--- src/rtl/sm4_pkg.sv ---
// Shared types, constants and round-function helpers for the SM4 block cipher.
`timescale 1ns / 1ps

package sm4_pkg;

	localparam int SM4_ROUNDS = 32;
	localparam int WORD_W     = 32;
	localparam int CFG_W      = 64;
	localparam int CFG_IDX_W  = 3;

	typedef logic [WORD_W-1:0] word_t;

	typedef enum logic [1:0] {
		ST_IDLE,
		ST_EXPAND,
		ST_CRYPT,
		ST_FINISH
	} state_t;

	localparam logic [CFG_IDX_W-1:0] REG_KEY_HIGH   = 3'd0;
	localparam logic [CFG_IDX_W-1:0] REG_KEY_LOW    = 3'd1;
	localparam logic [CFG_IDX_W-1:0] REG_IV_HIGH    = 3'd2;
	localparam logic [CFG_IDX_W-1:0] REG_IV_LOW     = 3'd3;
	localparam logic [CFG_IDX_W-1:0] REG_CHAIN_MODE = 3'd4;
	localparam logic [CFG_IDX_W-1:0] REG_DIRECTION  = 3'd5;

	// system parameter FK
	localparam word_t SM4_FK [4] = '{
		32'hA3B1BAC6, 32'h56AA3350, 32'h677D9197, 32'hB27022DC
	};

	localparam logic [7:0] SM4_SBOX [256] = '{
		8'hd6, 8'h90, 8'he9, 8'hfe, 8'hcc, 8'he1, 8'h3d, 8'hb7,
		8'h16, 8'hb6, 8'h14, 8'hc2, 8'h28, 8'hfb, 8'h2c, 8'h05,
		8'h2b, 8'h67, 8'h9a, 8'h76, 8'h2a, 8'hbe, 8'h04, 8'hc3,
		8'haa, 8'h44, 8'h13, 8'h26, 8'h49, 8'h86, 8'h06, 8'h99,
		8'h9c, 8'h42, 8'h50, 8'hf4, 8'h91, 8'hef, 8'h98, 8'h7a,
		8'h33, 8'h54, 8'h0b, 8'h43, 8'hed, 8'hcf, 8'hac, 8'h62,
		8'he4, 8'hb3, 8'h1c, 8'ha9, 8'hc9, 8'h08, 8'he8, 8'h95,
		8'h80, 8'hdf, 8'h94, 8'hfa, 8'h75, 8'h8f, 8'h3f, 8'ha6,
		8'h47, 8'h07, 8'ha7, 8'hfc, 8'hf3, 8'h73, 8'h17, 8'hba,
		8'h83, 8'h59, 8'h3c, 8'h19, 8'he6, 8'h85, 8'h4f, 8'ha8,
		8'h68, 8'h6b, 8'h81, 8'hb2, 8'h71, 8'h64, 8'hda, 8'h8b,
		8'hf8, 8'heb, 8'h0f, 8'h4b, 8'h70, 8'h56, 8'h9d, 8'h35,
		8'h1e, 8'h24, 8'h0e, 8'h5e, 8'h63, 8'h58, 8'hd1, 8'ha2,
		8'h25, 8'h22, 8'h7c, 8'h3b, 8'h01, 8'h21, 8'h78, 8'h87,
		8'hd4, 8'h00, 8'h46, 8'h57, 8'h9f, 8'hd3, 8'h27, 8'h52,
		8'h4c, 8'h36, 8'h02, 8'he7, 8'ha0, 8'hc4, 8'hc8, 8'h9e,
		8'hea, 8'hbf, 8'h8a, 8'hd2, 8'h40, 8'hc7, 8'h38, 8'hb5,
		8'ha3, 8'hf7, 8'hf2, 8'hce, 8'hf9, 8'h61, 8'h15, 8'ha1,
		8'he0, 8'hae, 8'h5d, 8'ha4, 8'h9b, 8'h34, 8'h1a, 8'h55,
		8'had, 8'h93, 8'h32, 8'h30, 8'hf5, 8'h8c, 8'hb1, 8'he3,
		8'h1d, 8'hf6, 8'he2, 8'h2e, 8'h82, 8'h66, 8'hca, 8'h60,
		8'hc0, 8'h29, 8'h23, 8'hab, 8'h0d, 8'h53, 8'h4e, 8'h6f,
		8'hd5, 8'hdb, 8'h37, 8'h45, 8'hde, 8'hfd, 8'h8e, 8'h2f,
		8'h03, 8'hff, 8'h6a, 8'h72, 8'h6d, 8'h6c, 8'h5b, 8'h51,
		8'h8d, 8'h1b, 8'haf, 8'h92, 8'hbb, 8'hdd, 8'hbc, 8'h7f,
		8'h11, 8'hd9, 8'h5c, 8'h41, 8'h1f, 8'h10, 8'h5a, 8'hd8,
		8'h0a, 8'hc1, 8'h31, 8'h88, 8'ha5, 8'hcd, 8'h7b, 8'hbd,
		8'h2d, 8'h74, 8'hd0, 8'h12, 8'hb8, 8'he5, 8'hb4, 8'hb0,
		8'h89, 8'h69, 8'h97, 8'h4a, 8'h0c, 8'h96, 8'h77, 8'h7e,
		8'h65, 8'hb9, 8'hf1, 8'h09, 8'hc5, 8'h6e, 8'hc6, 8'h84,
		8'h18, 8'hf0, 8'h7d, 8'hec, 8'h3a, 8'hdc, 8'h4d, 8'h20,
		8'h79, 8'hee, 8'h5f, 8'h3e, 8'hd7, 8'hcb, 8'h39, 8'h48
	};

	// byte-wise S-box substitution
	function automatic word_t sm4_tau(input word_t x);
		return {SM4_SBOX[x[31:24]], SM4_SBOX[x[23:16]], SM4_SBOX[x[15:8]], SM4_SBOX[x[7:0]]};
	endfunction

	function automatic word_t rotl(input word_t x, input int n);
		return (x << n) | (x >> (WORD_W - n));
	endfunction

	// CK word for key round idx: byte j (MSB first) is (4*idx + j) * 7 mod 256
	function automatic word_t sm4_ck(input logic [7:0] idx);
		word_t      v;
		logic [9:0] base;
		logic [9:0] prod;
		v = '0;
		for (int j = 0; j < 4; j++) begin
			base = {idx, 2'b00} + 10'(j);
			prod = base * 10'd7;
			v    = {v[23:0], prod[7:0]};
		end
		return v;
	endfunction

endpackage

--- src/rtl/sm4_block_cipher_ecb_cbc.sv ---
// SM4 ECB/CBC encrypt/decrypt engine: top level with sequencer, round key memory and chaining.
`timescale 1ns / 1ps

// SM4 block cipher, 128-bit key and block, ECB or CBC, encrypt or decrypt. One round unit is
// reused for every round: a block goes from transfer in to result ready via a fetch of the
// first round key from the round key memory, ROUNDS = 32 rounds and a finish step that waits
// for a free output register; in_ready stays low meanwhile. After reset or key_high/key_low
// writes, the next block first expands the keys on the same round unit. The result sits in
// an output register, so the next block may be transferred in while it waits. The user
// writes configuration via cfg_we/cfg_index/cfg_wdata while the block is idle; the block does
// not enforce it. Indexes 0..5: key_high, key_low, iv_high, iv_low, chain_mode, direction.

module sm4_block_cipher_ecb_cbc #(
	parameter int ROUNDS = sm4_pkg::SM4_ROUNDS
) (
	input  logic                           clk,
	input  logic                           arst_n,
	input  logic                           cfg_we,
	input  logic [sm4_pkg::CFG_IDX_W-1:0]  cfg_index,
	input  logic [sm4_pkg::CFG_W-1:0]      cfg_wdata,
	input  logic                           in_valid,
	output logic                           in_ready,
	input  logic [31:0]                    in_word0,
	input  logic [31:0]                    in_word1,
	input  logic [31:0]                    in_word2,
	input  logic [31:0]                    in_word3,
	input  logic                           first_block,
	output logic                           out_valid,
	input  logic                           out_ready,
	output logic [31:0]                    out_word0,
	output logic [31:0]                    out_word1,
	output logic [31:0]                    out_word2,
	output logic [31:0]                    out_word3
);
	import sm4_pkg::*;

	localparam int CNT_W = $clog2(ROUNDS + 1);
	localparam int IDX_W = $clog2(ROUNDS);

	state_t state_q, state_d;

	logic [CFG_W-1:0] key_high_q, key_low_q, iv_high_q, iv_low_q;
	logic             chain_mode_q, direction_q;
	logic             keys_ready_q;
	word_t            chain_q [4];

	logic [CNT_W-1:0] cnt_q;
	word_t            x_q    [4];
	word_t            data_q [4];
	word_t            post_q [4];
	word_t            out_q  [4];
	logic             out_valid_q;
	word_t            rk_q;

	word_t            rk_mem [ROUNDS];

	word_t            blk      [4];
	word_t            link     [4];
	word_t            crypt_in [4];
	word_t            post     [4];
	word_t            key_init [4];
	word_t            res      [4];
	word_t            round_key;
	word_t            mix_in;
	word_t            next_word;
	logic             accept;
	logic             out_free;
	logic             expand_last;
	logic             crypt_last;
	logic [IDX_W-1:0] rd_idx;

	assign accept      = in_valid && in_ready;
	assign out_free    = !out_valid_q || out_ready;
	assign expand_last = (cnt_q == CNT_W'(ROUNDS - 1));
	assign crypt_last  = (cnt_q == CNT_W'(ROUNDS));
	assign in_ready    = (state_q == ST_IDLE);

	// input block prepared at transfer: CBC encrypt XORs before, CBC decrypt XORs after
	always_comb begin
		blk[0] = in_word0;
		blk[1] = in_word1;
		blk[2] = in_word2;
		blk[3] = in_word3;
		if (first_block) begin
			link[0] = iv_high_q[63:32];
			link[1] = iv_high_q[31:0];
			link[2] = iv_low_q[63:32];
			link[3] = iv_low_q[31:0];
		end else begin
			link = chain_q;
		end
		for (int i = 0; i < 4; i++) begin
			crypt_in[i] = (chain_mode_q && !direction_q) ? (blk[i] ^ link[i]) : blk[i];
			post[i]     = (chain_mode_q && direction_q) ? link[i] : '0;
		end
		key_init[0] = key_high_q[63:32] ^ SM4_FK[0];
		key_init[1] = key_high_q[31:0] ^ SM4_FK[1];
		key_init[2] = key_low_q[63:32] ^ SM4_FK[2];
		key_init[3] = key_low_q[31:0] ^ SM4_FK[3];
		// published reversed word order
		res[0] = x_q[3];
		res[1] = x_q[2];
		res[2] = x_q[1];
		res[3] = x_q[0];
	end

	assign rd_idx = direction_q ? (IDX_W'(ROUNDS - 1) - cnt_q[IDX_W-1:0]) : cnt_q[IDX_W-1:0];

	assign round_key = (state_q == ST_EXPAND) ? sm4_ck(8'(cnt_q[IDX_W-1:0])) : rk_q;
	assign mix_in    = x_q[1] ^ x_q[2] ^ x_q[3] ^ round_key;

	sm4_round u_round (
		.x0        (x_q[0]),
		.mix_in    (mix_in),
		.key_sched (state_q == ST_EXPAND),
		.next_word (next_word)
	);

	always_ff @(posedge clk or negedge arst_n) begin
		if (!arst_n) begin
			state_q <= ST_IDLE;
		end else begin
			state_q <= state_d;
		end
	end

	always_comb begin
		state_d = state_q;
		case (state_q)
			ST_IDLE: begin
				if (in_valid) begin
					state_d = keys_ready_q ? ST_CRYPT : ST_EXPAND;
				end
			end
			ST_EXPAND: begin
				if (expand_last) begin
					state_d = ST_CRYPT;
				end
			end
			ST_CRYPT: begin
				if (crypt_last) begin
					state_d = ST_FINISH;
				end
			end
			ST_FINISH: begin
				if (out_free) begin
					state_d = ST_IDLE;
				end
			end
			default: state_d = ST_IDLE;
		endcase
	end

	// configuration, control and chaining state
	always_ff @(posedge clk or negedge arst_n) begin
		if (!arst_n) begin
			key_high_q   <= '0;
			key_low_q    <= '0;
			iv_high_q    <= '0;
			iv_low_q     <= '0;
			chain_mode_q <= 1'b0;
			direction_q  <= 1'b0;
			keys_ready_q <= 1'b0;
			cnt_q        <= '0;
			out_valid_q  <= 1'b0;
			for (int i = 0; i < 4; i++) begin
				chain_q[i] <= '0;
			end
		end else begin
			if (cfg_we) begin
				case (cfg_index)
					REG_KEY_HIGH: begin
						key_high_q   <= cfg_wdata;
						keys_ready_q <= 1'b0;
					end
					REG_KEY_LOW: begin
						key_low_q    <= cfg_wdata;
						keys_ready_q <= 1'b0;
					end
					REG_IV_HIGH:    iv_high_q    <= cfg_wdata;
					REG_IV_LOW:     iv_low_q     <= cfg_wdata;
					REG_CHAIN_MODE: chain_mode_q <= cfg_wdata[0];
					REG_DIRECTION:  direction_q  <= cfg_wdata[0];
					default: ;
				endcase
			end else if (state_q == ST_EXPAND && expand_last) begin
				keys_ready_q <= 1'b1;
			end

			case (state_q)
				ST_EXPAND: cnt_q <= expand_last ? '0 : cnt_q + CNT_W'(1);
				ST_CRYPT:  cnt_q <= cnt_q + CNT_W'(1);
				default:   cnt_q <= '0;
			endcase

			if (state_q == ST_FINISH && out_free) begin
				out_valid_q <= 1'b1;
				if (chain_mode_q) begin
					chain_q <= direction_q ? data_q : res;
				end
			end else if (out_ready) begin
				out_valid_q <= 1'b0;
			end
		end
	end

	// working words and result
	always_ff @(posedge clk) begin
		case (state_q)
			ST_IDLE: begin
				if (accept) begin
					data_q <= crypt_in;
					post_q <= post;
					x_q    <= keys_ready_q ? crypt_in : key_init;
				end
			end
			ST_EXPAND: begin
				if (expand_last) begin
					x_q <= data_q;
				end else begin
					x_q <= '{x_q[1], x_q[2], x_q[3], next_word};
				end
			end
			ST_CRYPT: begin
				// count zero only fetches the first round key
				if (cnt_q != '0) begin
					x_q <= '{x_q[1], x_q[2], x_q[3], next_word};
				end
			end
			ST_FINISH: begin
				if (out_free) begin
					for (int i = 0; i < 4; i++) begin
						out_q[i] <= res[i] ^ post_q[i];
					end
				end
			end
			default: ;
		endcase
	end

	// round key memory: written during expansion, read into rk_q ahead of the round that uses it
	always_ff @(posedge clk) begin
		if (state_q == ST_EXPAND) begin
			rk_mem[cnt_q[IDX_W-1:0]] <= next_word;
		end
		if (state_q == ST_CRYPT) begin
			rk_q <= rk_mem[rd_idx];
		end
	end

	assign out_valid = out_valid_q;
	assign out_word0 = out_q[0];
	assign out_word1 = out_q[1];
	assign out_word2 = out_q[2];
	assign out_word3 = out_q[3];

	a_keys_before_crypt: assert property (@(posedge clk) disable iff (!arst_n)
		(state_q == ST_CRYPT) |-> keys_ready_q)
		else $error("round keys used before expansion");

	a_result_from_finish: assert property (@(posedge clk) disable iff (!arst_n)
		$rose(out_valid_q) |-> ($past(state_q) == ST_FINISH))
		else $error("result raised outside finish");

	a_transfer_goes_busy: assert property (@(posedge clk) disable iff (!arst_n)
		accept |=> (state_q == ST_EXPAND || state_q == ST_CRYPT))
		else $error("transfer did not start work");

	a_count_bound: assert property (@(posedge clk) disable iff (!arst_n)
		(state_q == ST_CRYPT) |-> (cnt_q <= CNT_W'(ROUNDS)))
		else $error("round count overran");

endmodule

--- src/rtl/sm4_round.sv ---
// Shared SM4 round unit: S-box layer, linear transform (data or key schedule) and XOR.
`timescale 1ns / 1ps

module sm4_round (
	input  sm4_pkg::word_t x0,
	input  sm4_pkg::word_t mix_in,
	input  logic           key_sched,
	output sm4_pkg::word_t next_word
);
	import sm4_pkg::*;

	word_t b;
	word_t lin;

	always_comb begin
		b = sm4_tau(mix_in);
		if (key_sched) begin
			lin = b ^ rotl(b, 13) ^ rotl(b, 23);
		end else begin
			lin = b ^ rotl(b, 2) ^ rotl(b, 10) ^ rotl(b, 18) ^ rotl(b, 24);
		end
		next_word = x0 ^ lin;
	end

endmodule

--- config.mk ---
export PLATFORM = sky130hd
export DESIGN_NAME = sm4_block_cipher_ecb_cbc
export DESIGN_NICKNAME = d
export VERILOG_FILES = /design/src/rtl/sm4_pkg.sv /design/src/rtl/sm4_block_cipher_ecb_cbc.sv /design/src/rtl/sm4_round.sv
export SDC_FILE = /design/constraint.sdc
export NUM_CORES = 2
export LEC_CHECK = 0
export BUFFER_PORTS_ARGS = -buffer_cell sky130_fd_sc_hd__buf_2
export CAP_MARGIN = 5
export CORE_ASPECT_RATIO = 0.9
export CORE_MARGIN = 2
export CORE_UTILIZATION = 44
export CTS_CLUSTER_DIAMETER = 100
export DETAILED_ROUTE_END_ITERATION = 16
export PLACE_DENSITY = 0.67
export SETUP_SLACK_MARGIN = 0.4
export SLEW_MARGIN = 20
export SYNTH_ARGS = -nofsm -noshare
export SYNTH_HDL_FRONTEND = slang
export SYNTH_SLANG_ARGS = --single-unit
--- constraint.sdc ---
create_clock -name clk -period 17.7 [get_ports clk]
set_input_delay 3.54 -clock clk [delete_from_list [all_inputs] [get_ports clk]]
set_output_delay 3.54 -clock clk [all_outputs]
set_load 0.05 [all_outputs]
==> metrics <==
status complete, no violations; top post-synthesis cells by area edfxtp_1 (48%), dfrtp_1 (10%), mux4_2 (7.4%); Root Driver clkbuf_16; final net count 7778; hold path start chain_q[87]; DRT iter0 DRCs 10090; TritonRoute pass-1 iters 7; EDFF count, synth 1568; Tot GR Track Use 30.61%; Syn Inst Count 7345; syn_area_per_cell 13.29 µm²; Initial Util 44.14%; # IOs 331; postcts setup bufs 0; initial antenna violation count 44; Synthesis Warnings 0; Die W 500.6 µm; Slowest cell on crit path nand4_1; unrepaired setup endpoints after global routing no; post-placement cell area 103100 µm²; CTS tree yes; count leader, synth edfxtp_1; flop2flop setup slack 9610 ps; HP Class register to register; worst hold stages 2; sequential share of the synthesized area 58.37%; final hold vios 0; cts hold-fix bufs 0; largest family of logic cells by synthesized area multiplexers; total core area 221200 µm²; CP most frequent cell buf_4; Worst-path clk slew 70 ps; Slew @ Worst Pin 1237 ps; max incr delay on CP 940 ps; Arr. time, crit path 8640 ps; Yosys cell types 128; Via-to-Cell Ratio 6.544; Detail Route Antenna Nets 0; Rows 164; R2R cell count 19; Synth Register Bits 1964; # resized after CTS 0; syn nets 7602; synth cell count leaders edfxtp_1 (1568), nor2_1 (543), nand2_1 (528); Total Wirelength 354000 µm; Final Max Slew Viols 0; hpwl dp 219700 µm; post-route setup TNS 0 ps; Synth Area in XOR/XNOR 5.666%; cts bufs inserted 194; Hold Path Sink chain_q[87]; period utilization 45.72%; area growth from synthesis to layout 12.28%; max cap viols 0; ratio of cells with drive above 1 in the final layout 21.06%; compound-cell area share of the yosys netlist 11.50%; chip height 450.9 µm; worst path required time 18250 ps; FF-to-FF Start cnt_q[0]; Synth Cell Area 97650 µm²; CTS Buffer Depth 3; routability cong. 0.9918; die footprint 225700 µm²; CTS H-tree depth 4; Final min period 8092 ps; Finished Cell Area 109600 µm²; Setup WS pre-CTS 9776 ps; ys async rst share 20.16%; worst rel slew slack 17.25%; Final setup viols 0; CP Capture Type register; via count 69520; top cell type by total area after synthesis edfxtp_1; crit-path cells fa_1, ha_1, xnor2_1, mux2i_1, xor2_4, buf_4, buf_4, nor2_1, o211ai_1, nand3_1, o21ai_0, nand4_1, xnor2_2, xnor3_1, mux2i_1, xnor2_2, buf_4, a21oi_1, o22ai_1; total grt overflow 0; multi-input logic area 38760 µm²; clock sinks 1964; post-DR wirelength/cell 33.32 µm; Setup crit start cnt_q[0]; Primary FF master, synth edfxtp_1; clock skew 70.53 ps; Fmax achieved 123.6 MHz; insertion delay to the later sink of the worst-skew pair 860 ps; Synth Area in Simple Gates 6.317%; first-pass GRT wire length 501800 µm; mux share of post-synthesis cell area 14.36%; post-synthesis adder-cell area fraction 0.7842%; storage element area 57000 µm²; largest net degree at the start of global routing 140; reg-to-reg critical path endpoint res[104]; DRC Markers 0; Filler Cells Inserted 18760; hold slack final 478.3 ps; Synth top area share 48.22%; Crit Path Class register to register; number of global-route vias before repair 66790; Port Buffer Count 330; Worst Path Max Fanout 41; CP startpoint kind register; Final WS setup 9608 ps
[final cells by class]
cell class,instances,share of cell area (%)
clock buffer,255,4.794
tap,2905,3.315
sequential,1964,51.99
inverter,88,0.3035
multi-input combinational,4716,35.35
timing repair buffer,557,3.123
clock inverter,106,1.050
antenna,33,0.07532
[state kept, by name, indices dropped and copies added, names as in the netlist]
register,cells
out_valid,1
rk_q,32
key_low_q,64
data_q,128
res,128
iv_high_q,64
out_q,128
post_q,128
state_q,2
chain_q,128
chain_mode_q,1
key_high_q,64
rk_mem,1024
iv_low_q,64
keys_ready_q,1
cnt_q,6
direction_q,1
[cell usage in the layout (no fill, tap or decap), types with 81 or more instances in the layout]
cell / netlist / final
mux2_2: 241 / 241
mux2i_1: 408 / 408
nand2_1: 528 / 522
xor2_1: 368 / 346
clkbuf_16: 0 / 196
o21ai_0: 519 / 518
inv_1: 83 / 81
nor2_1: 543 / 508
dfrtp_1: 396 / 394
a21oi_1: 348 / 347
buf_2: 140 / 328
edfxtp_1: 1568 / 1568
buf_4: 24 / 223
nand3_1: 102 / 102
xnor2_1: 151 / 116
a221oi_1: 86 / 86
mux4_2: 320 / 320
[how the worst max path moves through the flow]
stage,to,slack (ps)
3_3_place_gp,res[104],9860
3_5_place_dp,res[104],9780
4_1_cts,res[104],9770
6_report,res[104],9610
2_1_floorplan,res[0],4710
5_1_grt,res[104],9360
[through the flow]
stage / utilization (%) / instances
after floorplan: - / 7345
after global placement: 46.60 / 10230
final: 49.57 / 10620
after CTS: 49.52 / 10590
after global routing: 49.56 / 10610
after detailed placement: 46.62 / 10230
[worst max-delay path: cells and delay by family, from the launching register on]
family / cells / cell delay, ps
compound gates: 4 / 960
fa+ha+maj: 2 / 1240
mux: 2 / 810
xor+xnor: 5 / 1630
simple gates: 3 / 1290
buf+inv: 3 / 1190
flops: 1 / 610
[cells by family (layout without fill, tap and decap cells)]
kind of cell	Yosys count	in the layout
flops	1964	1964
compound gates	1693	1693
simple gates	1428	1428
mux	970	970
buf+inv	665	1006
xor+xnor	567	567
fa+ha+maj	58	58
other cells	0	33
[routing by layer]
metal | share of wire (%) | wire [µm] | GRT usage, % | up-vias
li1 | - | - | - | 28550
met1 | 40 | 142400 | 43.26 | 35960
met2 | 46 | 162600 | 47.05 | 4281
met3 | 9.5 | 33770 | 5.507 | 717
met4 | 4.3 | 15140 | 11.99 | 10
met5 | 0.018 | 62 | 0.1280 | -
Power is not shown: default switching activity piles up to over one toggle a cycle in this logic, so the estimate is an artifact.
